[config.mk]
export PLATFORM = sky130hd
export DESIGN_NAME = nfc_command_frame_encoder_top_flat
export DESIGN_NICKNAME = d
export VERILOG_FILES = /design/src/rtl/core/nfcfe_pkg.sv /design/src/rtl/core/nfcfe_in_if.sv /design/src/rtl/core/nfcfe_out_if.sv /design/src/rtl/core/nfc_command_frame_encoder_top.sv /design/src/flat_wrapper.sv
export SDC_FILE = /design/constraint.sdc
export NUM_CORES = 1
export LEC_CHECK = 0
export ABC_CLOCK_PERIOD_IN_PS = 9800
export BUFFER_PORTS_ARGS = -buffer_cell sky130_fd_sc_hd__buf_2
export CAP_MARGIN = 15
export CORE_ASPECT_RATIO = 0.7
export CORE_UTILIZATION = 40
export DETAILED_ROUTE_END_ITERATION = 8
export GPL_ROUTABILITY_DRIVEN = 0
export GPL_TIMING_DRIVEN = 0
export SYNTH_ARGS = -nofsm -noshare
export SYNTH_HDL_FRONTEND = slang
export SYNTH_SLANG_ARGS = --single-unit
export TNS_END_PERCENT = 1
[constraint.sdc]
create_clock -name clk_i -period 9.8 [get_ports clk_i]
set_input_delay 2.45 -clock clk_i [delete_from_list [all_inputs] [get_ports clk_i]]
set_output_delay 2.45 -clock clk_i [all_outputs]
set_load 0.03 [all_outputs]
[src/rtl/core/nfcfe_pkg.sv]
// Package for the NFC command frame encoder.
// Holds frame constants and the sequencer step codes; depends on nothing.
package nfcfe_pkg;

  localparam logic [7:0] SpiWritePrefix = 8'h01;
  localparam logic [7:0] PreambleByte   = 8'h00;
  localparam logic [7:0] PreambleStart  = 8'hFF;
  localparam logic [7:0] TfiHost        = 8'hD4;
  localparam logic [7:0] Postamble      = 8'h00;
  localparam logic [7:0] SumSeed        = 8'hD3;  // 0xFF + 0xD4, modulo 256
  localparam logic [7:0] MinCount       = 8'd1;
  localparam logic [7:0] MaxCount       = 8'd254;
  localparam logic [7:0] BadCount       = 8'd255;

  typedef enum logic [3:0] {
    StPrefix   = 4'd0,
    StPre0     = 4'd1,
    StPre1     = 4'd2,
    StStart    = 4'd3,
    StLen      = 4'd4,
    StLcs      = 4'd5,
    StTfi      = 4'd6,
    StData     = 4'd7,
    StDcs      = 4'd8,
    StPost     = 4'd9
  } step_e;

endpackage

[src/rtl/core/nfcfe_in_if.sv]
// Input channel of the NFC command frame encoder: one command byte per word.
// Depends on nothing.
interface nfcfe_in_if;
  logic       valid;
  logic       ready;
  logic [7:0] data_byte;
  logic       first_of_frame;
  logic [7:0] frame_len;

  modport source (output valid, output data_byte, output first_of_frame,
                  output frame_len, input ready);
  modport sink   (input valid, input data_byte, input first_of_frame,
                  input frame_len, output ready);
endinterface

[src/rtl/core/nfcfe_out_if.sv]
// Output channel of the NFC command frame encoder: one SPI byte per word.
// Depends on nothing.
interface nfcfe_out_if;
  logic       valid;
  logic       ready;
  logic [7:0] spi_byte;
  logic       last_in_run;
  logic       frame_done;

  modport source (output valid, output spi_byte, output last_in_run,
                  output frame_done, input ready);
  modport sink   (input valid, input spi_byte, input last_in_run,
                  input frame_done, output ready);
endinterface

[src/rtl/core/nfc_command_frame_encoder_top.sv]
// Top level of the NFC command frame encoder.
// Depends on nfcfe_pkg, nfcfe_in_if and nfcfe_out_if.
//
// Usage: in_i carries command bytes; the word flagged first_of_frame also
// carries the byte count. out_o delivers the SPI write stream: prefix 0x01,
// preamble 00 00 FF, LEN, LCS, TFI 0xD4, the data bytes, then DCS and the
// postamble 00 (flagged frame_done) after the last counted byte.
// last_in_run marks the final output word caused by an input word.
// An input word is held in an item register; a sequencer emits one output
// word per cycle from it into the output register while that register is
// free. A first word emits prefix, preamble, LEN, LCS, TFI and its byte, a
// later data word only its byte, and the last counted byte also DCS and the
// postamble; in_i.ready is high again in the cycle the item's final word is
// loaded, so payload words stream one per cycle while out_o keeps up. A word
// arriving outside a frame without the first flag is dropped, with no output.
// When out_o.ready is low while the output register holds a word, it and the
// sequencer hold. Reset empties both registers and closes any frame.
module nfc_command_frame_encoder_top (
  input  logic         clk_i,
  input  logic         rst_ni,
  nfcfe_in_if.sink     in_i,
  nfcfe_out_if.source  out_o
);

  // Item register.
  logic                item_valid_q;
  logic [7:0]          item_data_q;
  logic                item_first_q;
  logic [7:0]          item_count_q;
  nfcfe_pkg::step_e    step_q, step_d;

  // Frame state.
  logic [7:0]          sum_q, sum_d;
  logic [7:0]          left_q, left_d;
  logic                in_frame_q, in_frame_d;

  // Output register.
  logic                out_valid_q;
  logic [7:0]          out_byte_q, out_byte_d;
  logic                out_last_q, out_last_d;
  logic                out_done_q, out_done_d;

  logic                out_free;
  logic                drop;
  logic                emit;
  logic                last_step;
  logic                item_done;
  logic [7:0]          clamped_count;
  logic [7:0]          len_byte;
  logic [7:0]          data_sum;
  logic [7:0]          data_left;

  assign out_free  = !out_valid_q || out_o.ready;
  assign drop      = item_valid_q && !item_first_q && !in_frame_q;
  assign emit      = item_valid_q && !drop && out_free;
  assign item_done = item_valid_q && (drop || (emit && last_step));
  assign in_i.ready = !item_valid_q || item_done;

  always_comb begin
    if (in_i.frame_len == 8'd0) begin
      clamped_count = nfcfe_pkg::MinCount;
    end else if (in_i.frame_len == nfcfe_pkg::BadCount) begin
      clamped_count = nfcfe_pkg::MaxCount;
    end else begin
      clamped_count = in_i.frame_len;
    end
  end

  assign len_byte = item_count_q + 8'd1;

  // Checksum and remaining count as they stand after the current data byte.
  always_comb begin
    if (item_first_q) begin
      data_sum  = nfcfe_pkg::SumSeed + item_data_q;
      data_left = item_count_q - 8'd1;
    end else begin
      data_sum  = sum_q + item_data_q;
      data_left = left_q - 8'd1;
    end
  end

  always_comb begin
    out_byte_d = nfcfe_pkg::Postamble;
    out_done_d = 1'b0;
    last_step  = 1'b0;
    step_d     = step_q;
    sum_d      = sum_q;
    left_d     = left_q;
    in_frame_d = in_frame_q;
    unique case (step_q)
      nfcfe_pkg::StPrefix: out_byte_d = nfcfe_pkg::SpiWritePrefix;
      nfcfe_pkg::StPre0:   out_byte_d = nfcfe_pkg::PreambleByte;
      nfcfe_pkg::StPre1:   out_byte_d = nfcfe_pkg::PreambleByte;
      nfcfe_pkg::StStart:  out_byte_d = nfcfe_pkg::PreambleStart;
      nfcfe_pkg::StLen:    out_byte_d = len_byte;
      nfcfe_pkg::StLcs:    out_byte_d = 8'd0 - len_byte;
      nfcfe_pkg::StTfi:    out_byte_d = nfcfe_pkg::TfiHost;
      nfcfe_pkg::StData: begin
        out_byte_d = item_data_q;
        sum_d      = data_sum;
        left_d     = data_left;
        in_frame_d = 1'b1;
        last_step  = (data_left != 8'd0);
      end
      nfcfe_pkg::StDcs:    out_byte_d = ~sum_q;
      nfcfe_pkg::StPost: begin
        out_byte_d = nfcfe_pkg::Postamble;
        out_done_d = 1'b1;
        last_step  = 1'b1;
        sum_d      = 8'd0;
        in_frame_d = 1'b0;
      end
      default: out_byte_d = nfcfe_pkg::Postamble;
    endcase
    if (!last_step) begin
      step_d = nfcfe_pkg::step_e'(step_q + 4'd1);
    end
    out_last_d = last_step;
  end

  always_ff @(posedge clk_i or negedge rst_ni) begin
    if (!rst_ni) begin
      item_valid_q <= 1'b0;
      step_q       <= nfcfe_pkg::StPrefix;
      sum_q        <= 8'd0;
      left_q       <= 8'd0;
      in_frame_q   <= 1'b0;
      out_valid_q  <= 1'b0;
    end else begin
      if (emit) begin
        sum_q      <= sum_d;
        left_q     <= left_d;
        in_frame_q <= in_frame_d;
      end
      // A newly accepted word restarts the sequencer; otherwise it advances on emit.
      if (in_i.valid && in_i.ready) begin
        item_valid_q <= 1'b1;
        step_q       <= in_i.first_of_frame ? nfcfe_pkg::StPrefix : nfcfe_pkg::StData;
      end else begin
        if (item_done) begin
          item_valid_q <= 1'b0;
        end
        if (emit) begin
          step_q <= step_d;
        end
      end
      if (emit) begin
        out_valid_q <= 1'b1;
      end else if (out_o.ready) begin
        out_valid_q <= 1'b0;
      end
    end
  end

  always_ff @(posedge clk_i) begin
    if (in_i.valid && in_i.ready) begin
      item_data_q  <= in_i.data_byte;
      item_first_q <= in_i.first_of_frame;
      item_count_q <= clamped_count;
    end
    if (emit) begin
      out_byte_q <= out_byte_d;
      out_last_q <= out_last_d;
      out_done_q <= out_done_d;
    end
  end

  assign out_o.valid       = out_valid_q;
  assign out_o.spi_byte    = out_byte_q;
  assign out_o.last_in_run = out_last_q;
  assign out_o.frame_done  = out_done_q;

endmodule

[src/flat_wrapper.sv]
// flat-port wrapper written by rule: the top's interface ports become plain ports
module nfc_command_frame_encoder_top_flat 
  (clk_i, rst_ni, in_i_valid, in_i_data_byte, in_i_first_of_frame, in_i_frame_len, in_i_ready, out_o_valid, out_o_spi_byte, out_o_last_in_run, out_o_frame_done, out_o_ready);
  nfcfe_in_if in_i_i ();
  nfcfe_out_if out_o_i ();
  input  logic clk_i;
  input  logic rst_ni;
  input wire logic [$bits(in_i_i.valid)-1:0] in_i_valid;
  input wire logic [$bits(in_i_i.data_byte)-1:0] in_i_data_byte;
  input wire logic [$bits(in_i_i.first_of_frame)-1:0] in_i_first_of_frame;
  input wire logic [$bits(in_i_i.frame_len)-1:0] in_i_frame_len;
  output wire logic [$bits(in_i_i.ready)-1:0] in_i_ready;
  output wire logic [$bits(out_o_i.valid)-1:0] out_o_valid;
  output wire logic [$bits(out_o_i.spi_byte)-1:0] out_o_spi_byte;
  output wire logic [$bits(out_o_i.last_in_run)-1:0] out_o_last_in_run;
  output wire logic [$bits(out_o_i.frame_done)-1:0] out_o_frame_done;
  input wire logic [$bits(out_o_i.ready)-1:0] out_o_ready;
  assign in_i_i.valid = in_i_valid;
  assign in_i_i.data_byte = in_i_data_byte;
  assign in_i_i.first_of_frame = in_i_first_of_frame;
  assign in_i_i.frame_len = in_i_frame_len;
  assign in_i_ready = in_i_i.ready;
  assign out_o_valid = out_o_i.valid;
  assign out_o_spi_byte = out_o_i.spi_byte;
  assign out_o_last_in_run = out_o_i.last_in_run;
  assign out_o_frame_done = out_o_i.frame_done;
  assign out_o_i.ready = out_o_ready;
  nfc_command_frame_encoder_top u_core (.clk_i(clk_i), .rst_ni(rst_ni), .in_i(in_i_i), .out_o(out_o_i));
endmodule
## After elaboration in Yosys (flattened, before gate mapping)

Index checks and enable logic that the tools add are counted.

- Bits in registers: 50
- Latch bits: 0
- Bits in writable memories: 0
- ROM bits: 0
- Input port bits: 21
- Output and inout port bits: 12
- Logic and storage cells: 70
- Memories kept: 0

- Add/sub/neg operators: 7
- Multiply operators: 0
- Divide/modulo/power cells: 0
- Magnitude comparators: 0
- Equality and inequality tests: 9
- Shift-type cells: 0
- Muxes and demuxes: 16
- Bitwise logic cells: 1
- Reduce and logical (&&, ||, !) cells: 25

Operators by type and width:

| kind | number |
|---|---|
| case mux 8 bit (7 select lines) | 1 |
| 2-to-1 mux 8 bit | 3 |
| equality test 4 x 3 -> 1 bit (second input constant) | 4 |
| case mux 8 bit (2 select lines) | 1 |
| subtractor 8 x 1 -> 8 bit (second input constant) | 2 |
| 2-to-1 mux 4 bit | 3 |
| adder 8 x 1 -> 8 bit (second input constant) | 1 |
| adder 8 bit | 1 |
| adder 8 bit (first input constant) | 1 |
| equality test 4 bit (second input constant) | 2 |
| equality test 8 bit (second input constant) | 1 |
| logical NOT 8 bit | 1 |
| inverter 8 bit | 1 |
| nonzero test 2 bit | 4 |
| nonzero test 8 bit | 1 |
| subtractor 1 x 8 -> 8 bit (first input constant) | 1 |
| logical AND 1 bit | 7 |
| AND reduction 2 bit | 3 |
| logical NOT 1 bit | 5 |
| 2-to-1 mux 1 bit | 5 |
| adder 4 x 1 -> 4 bit (second input constant) | 1 |
| equality test 4 x 2 -> 1 bit (second input constant) | 1 |
| logical NOT 4 bit | 1 |
| case mux 1 bit (2 select lines) | 2 |
| other kinds (3) | 5 |

## Depth between registers and ports, before layout

- Depth in word-level cells: 13
- Gate-level depth with buffers: 14
- Mapped depth without buffers: 11

## Worst setup path before layout

No wires, ideal clock.

- Kind: reg2out
- Start: register u_core.item_first_q
- End: output in_i_ready
- Data arrival time: 3.378 ns
- Required time: 7.350 ns
- Path slack: 3.972 ns
- Stages on the path, launching flop included: 13
- Path buffers: 4
- Cells stage by stage: edfxtp_1 > buf_6 > clkbuf_1 > clkbuf_1 > mux2i_1 > ha_1 > buf_2 > nor4b_2 > nor3_1 > or4b_4 > a211o_1 > o41ai_2 > nand2_1

- Cells in the longest elaborated chain, start to end: 10
- Elaborated cells on any way between the ends: 13
- Those cells by class: 2 x mux; 11 x reduce/logical

Ends and longest elaborated chain:

| item | RTL line | RTL |
|---|---|---|
| start, declared | nfc_command_frame_encoder_top.sv:28 | `logic item_first_q;` |
| start signal, assigned | nfc_command_frame_encoder_top.sv:158 | `item_first_q <= in_i.first_of_frame;` |
| branches (longest 7 deep; another with 2-to-1 mux 8 bit) | - |  |
| logical OR 1 bit * | nfc_command_frame_encoder_top.sv:56 | `assign item_done = item_valid_q && (drop \|\| (emit && last_step));` |
| logical AND 1 bit * | nfc_command_frame_encoder_top.sv:56 |  |
| logical OR 1 bit * | nfc_command_frame_encoder_top.sv:57 | `assign in_i.ready = !item_valid_q \|\| item_done;` |
| end, declared | flat_wrapper.sv:12 | `output wire logic [$bits(in_i_i.ready)-1:0] in_i_ready;` |

Mark *: on every way between the ends.

## Final worst setup path

Same ends and word-level chain as after synthesis.

==> results.cfg <==
[status]
status = completed

[floorplan]
fp.dieH_um = 76.1
dieArea_um2 = 8220
num_io_pins = 33
fp-row-count = 26
initial_core_util_pct = 42.2
core_um2 = 7450
die_w_um = 108

[clock_network]
htreeDepth = 2
clkLatencyLatePin_ps = 320
cts_buffers = 5
postCtsResizedCells = 0
cts_buffer_depth = 2
cts_sinks = 50
postCtsHoldBufs = 0
cts_tree = built
postCtsSetupBuffers = 0
clk_pin_slew_ps = 90
cts_root_buf = clkbuf_8

[power]
clkPwrFrac_pct = 12.2
power.switching_mw = 0.479
p_per_area_nw_per_um2 = 302
swShare_pct = 45.1
p_leak_nw = 1.48
sequentialPowerShare_pct = 35.6
pwr-share-comb_pct = 52.1
irDropWorstVdd_uv = 158
p_int_mw = 0.583

[synthesis]
synth_top_area_share_pct = 25.8
yosys-top-cells-count = nand2_1, edfxtp_1, nor2_1
synth.yosys.seq_area_share_pct = 44.1
syn_area_per_cell_um2 = 9.63
synth_edf_count = 27
synth.distinct_cells = 59
synth_nets = 362
synth.ff_latch_count = 50
synthTopCellsByArea = edfxtp_1, dfrtp_1, ha_1, nand2_1, xor2_1
synth_warnings = 0
async_flop_share_pct = 46.0
synth_cells = 326
synthMostInstantiatedCell = nand2_1
syn-cell-area_um2 = 3140
yosysTopAreaCell = edfxtp_1
synth_ff_type = edfxtp_1

[placed_design]
io_buffers = 32
place_area_um2 = 3420
dp.final_hpwl_um = 5500

[setup_path]
crit_chain = buf_6 > clkbuf_1 > clkbuf_1 > mux2i_1 > ha_1 > buf_2 > nor4b_2 > nor3_1 > or4b_4 > a211o_1 > o41ai_2 > nand2_1 > buf_2
required_ps = 7350
critical_path.max_fanout = 10
worstPathArrival_ps = 4460
crit_start = u_core.item_first_q
r2r_slack_ps = 5260
cpPeakStageDelay_ps = 530
r2r_start = u_core.item_first_q
cp-end-kind = output port
worst-path-buf-inv = 5
slowest_stage = clkbuf_1
startpoint_type = register
cpLargestDelayFamily = buffers and inverters
crit_type = register to output port

[route]
drtAntennaViolNets = 0
totalWireLength_um = 7490
drt_iter0_markers = 149
routedWlPerCell_um = 16.1
vias = 2501
drc = 0
drt_pre_antenna_iters = 4
vias_per_cell = 5.39

[sta]
rsz0062_at_grt = no
fmax_mhz = 145
slew_headroom_pct = 58.1
fin_skew_ps = 8.87
setup_viol = 0
period_minus_slack_ps = 6910
hold_ws_ps = 517
tightestPinTransition_ps = 623
period_share_pct = 70.5
tns_ps = 0
hold_viol = 0
slew_violations = 0

[cells_and_area]
areaGrowthSynthToFinish_pct = 11.9
fillers = 724
n_antenna_cell = 0
drive_gt1_share_pct = 16.1
fin_area_um2 = 3510
nNetsFinal = 401

[global_route]
grt_start_max_net_pins = 24
grt_pass1_vias = 2206
grt_pass1_wl_um = 11600
antenna_found_initial = 0
grt_overflow = 0
grt_usage_pct = 19.0

[hold_path]
min-delay-start = u_core.sum_q[3]
worstHoldPathType = register to register

[job]
maxCapViolCount = 0
[power by group through the flow]
stage	Combinational (mW)	Clock (mW)	Sequential [mW]
finish	0.554	0.130	0.379
global route	0.611	0.142	0.387
CTS	0.553	0.133	0.378
detailed placement	0.549	0	0.381
global placement	0.540	0	0.380
floorplan	0.372	0	0.414
[cells by family (layout without fill, tap and decap cells)]
group | count (synthesis) | count (layout) | synth area share (%)
buffers and inverters | 36 | 76 | 4.66
and+or+nand+nor | 121 | 121 | 19.9
xor gates and xnor gates | 22 | 22 | 6.14
DFF | 50 | 50 | 44.1
adders and majority gates | 15 | 15 | 6.22
AOI/OAI and AO/OA | 75 | 75 | 16.3
muxes | 7 | 7 | 2.63
[per-stage QoR]
step	cells	worst slack (ps)	util (%)	power (mW)
finish	464	2890	47.2	1.06
global route	464	2620	47.2	1.14
CTS	464	2890	47.2	1.06
detailed placement	456	3280	46.0	0.931
global placement	456	3360	46.0	0.920
floorplan	326	3970	-	0.787
[routing by layer]
layer	vias to the layer above	share of wire, %	global-route usage, %
li1	1248	-	-
met1	1174	55	29.7
met2	71	38	25.4
met3	8	5.7	4.19
met4	0	1.2	5.75
met5	-	0	0
[sequential cells by signal (all words and copies together) (netlist names)]
signal / cells
u_core.item_count_q: 8
u_core.item_data_q: 8
u_core.left_q: 8
u_core.out_o.spi_byte: 8
u_core.sum_q: 8
u_core.step_q: 4
u_core.in_frame_q: 1
u_core.item_first_q: 1
u_core.item_valid_q: 1
u_core.out_o.frame_done: 1
u_core.out_o.last_in_run: 1
u_core.out_o.valid: 1
[worst paths after layout]
path                       cells past startpoint                    end
min in group asynchronous                      1       u_core.left_q[2]
setup / recovery                              13             in_i_ready
max in group asynchronous                      1        u_core.sum_q[4]
hold reg to reg                                2        u_core.sum_q[3]
setup reg to reg                              13  u_core.item_data_q[6]
hold / removal                                 2        u_core.sum_q[3]
[worst reg2reg max path, delay by kind of cell, from the launching register on]
kind / cells / cell delay, ps
muxes: 1 / 330
and+or+nand+nor: 3 / 900
DFF: 1 / 350
AOI/OAI and AO/OA: 3 / 1010
adders and majority gates: 1 / 180
buffers and inverters: 5 / 1470
[cells in the final DEF (no fill, tap or decap), drive strengths merged, types with 3 or more instances in the layout]
cell	Yosys	final
mux2i	7	7
nor2	25	25
nand2	39	39
xor2	13	13
or4	3	3
nor2b	5	5
edfxtp	27	27
nor4	5	5
ha	14	14
o21ai	22	22
or2	5	5
clkbuf	16	23
inv	16	16
nand2b	5	5
dfrtp	23	23
o221ai	5	5
nor3	8	8
or3	4	4
a21o	4	4
buf	4	36
a211oi	4	4
nand3	10	10
a21oi	16	16
xnor2	9	9
[final cells by class]
type                    count  area [um^2]  share of cell area, %
plain buffers              20         86.3                   2.46
clock buffers               7         86.3                   2.46
clock inverters             1         5.00                  0.142
inverters                  16         60.1                   1.71
multi-input cells         240         1610                   45.7
flip-flops and latches     50         1390                   39.4
well taps                  98          123                   3.49
repair buffers             32          160                   4.56
(Power assumes the default switching activity.)
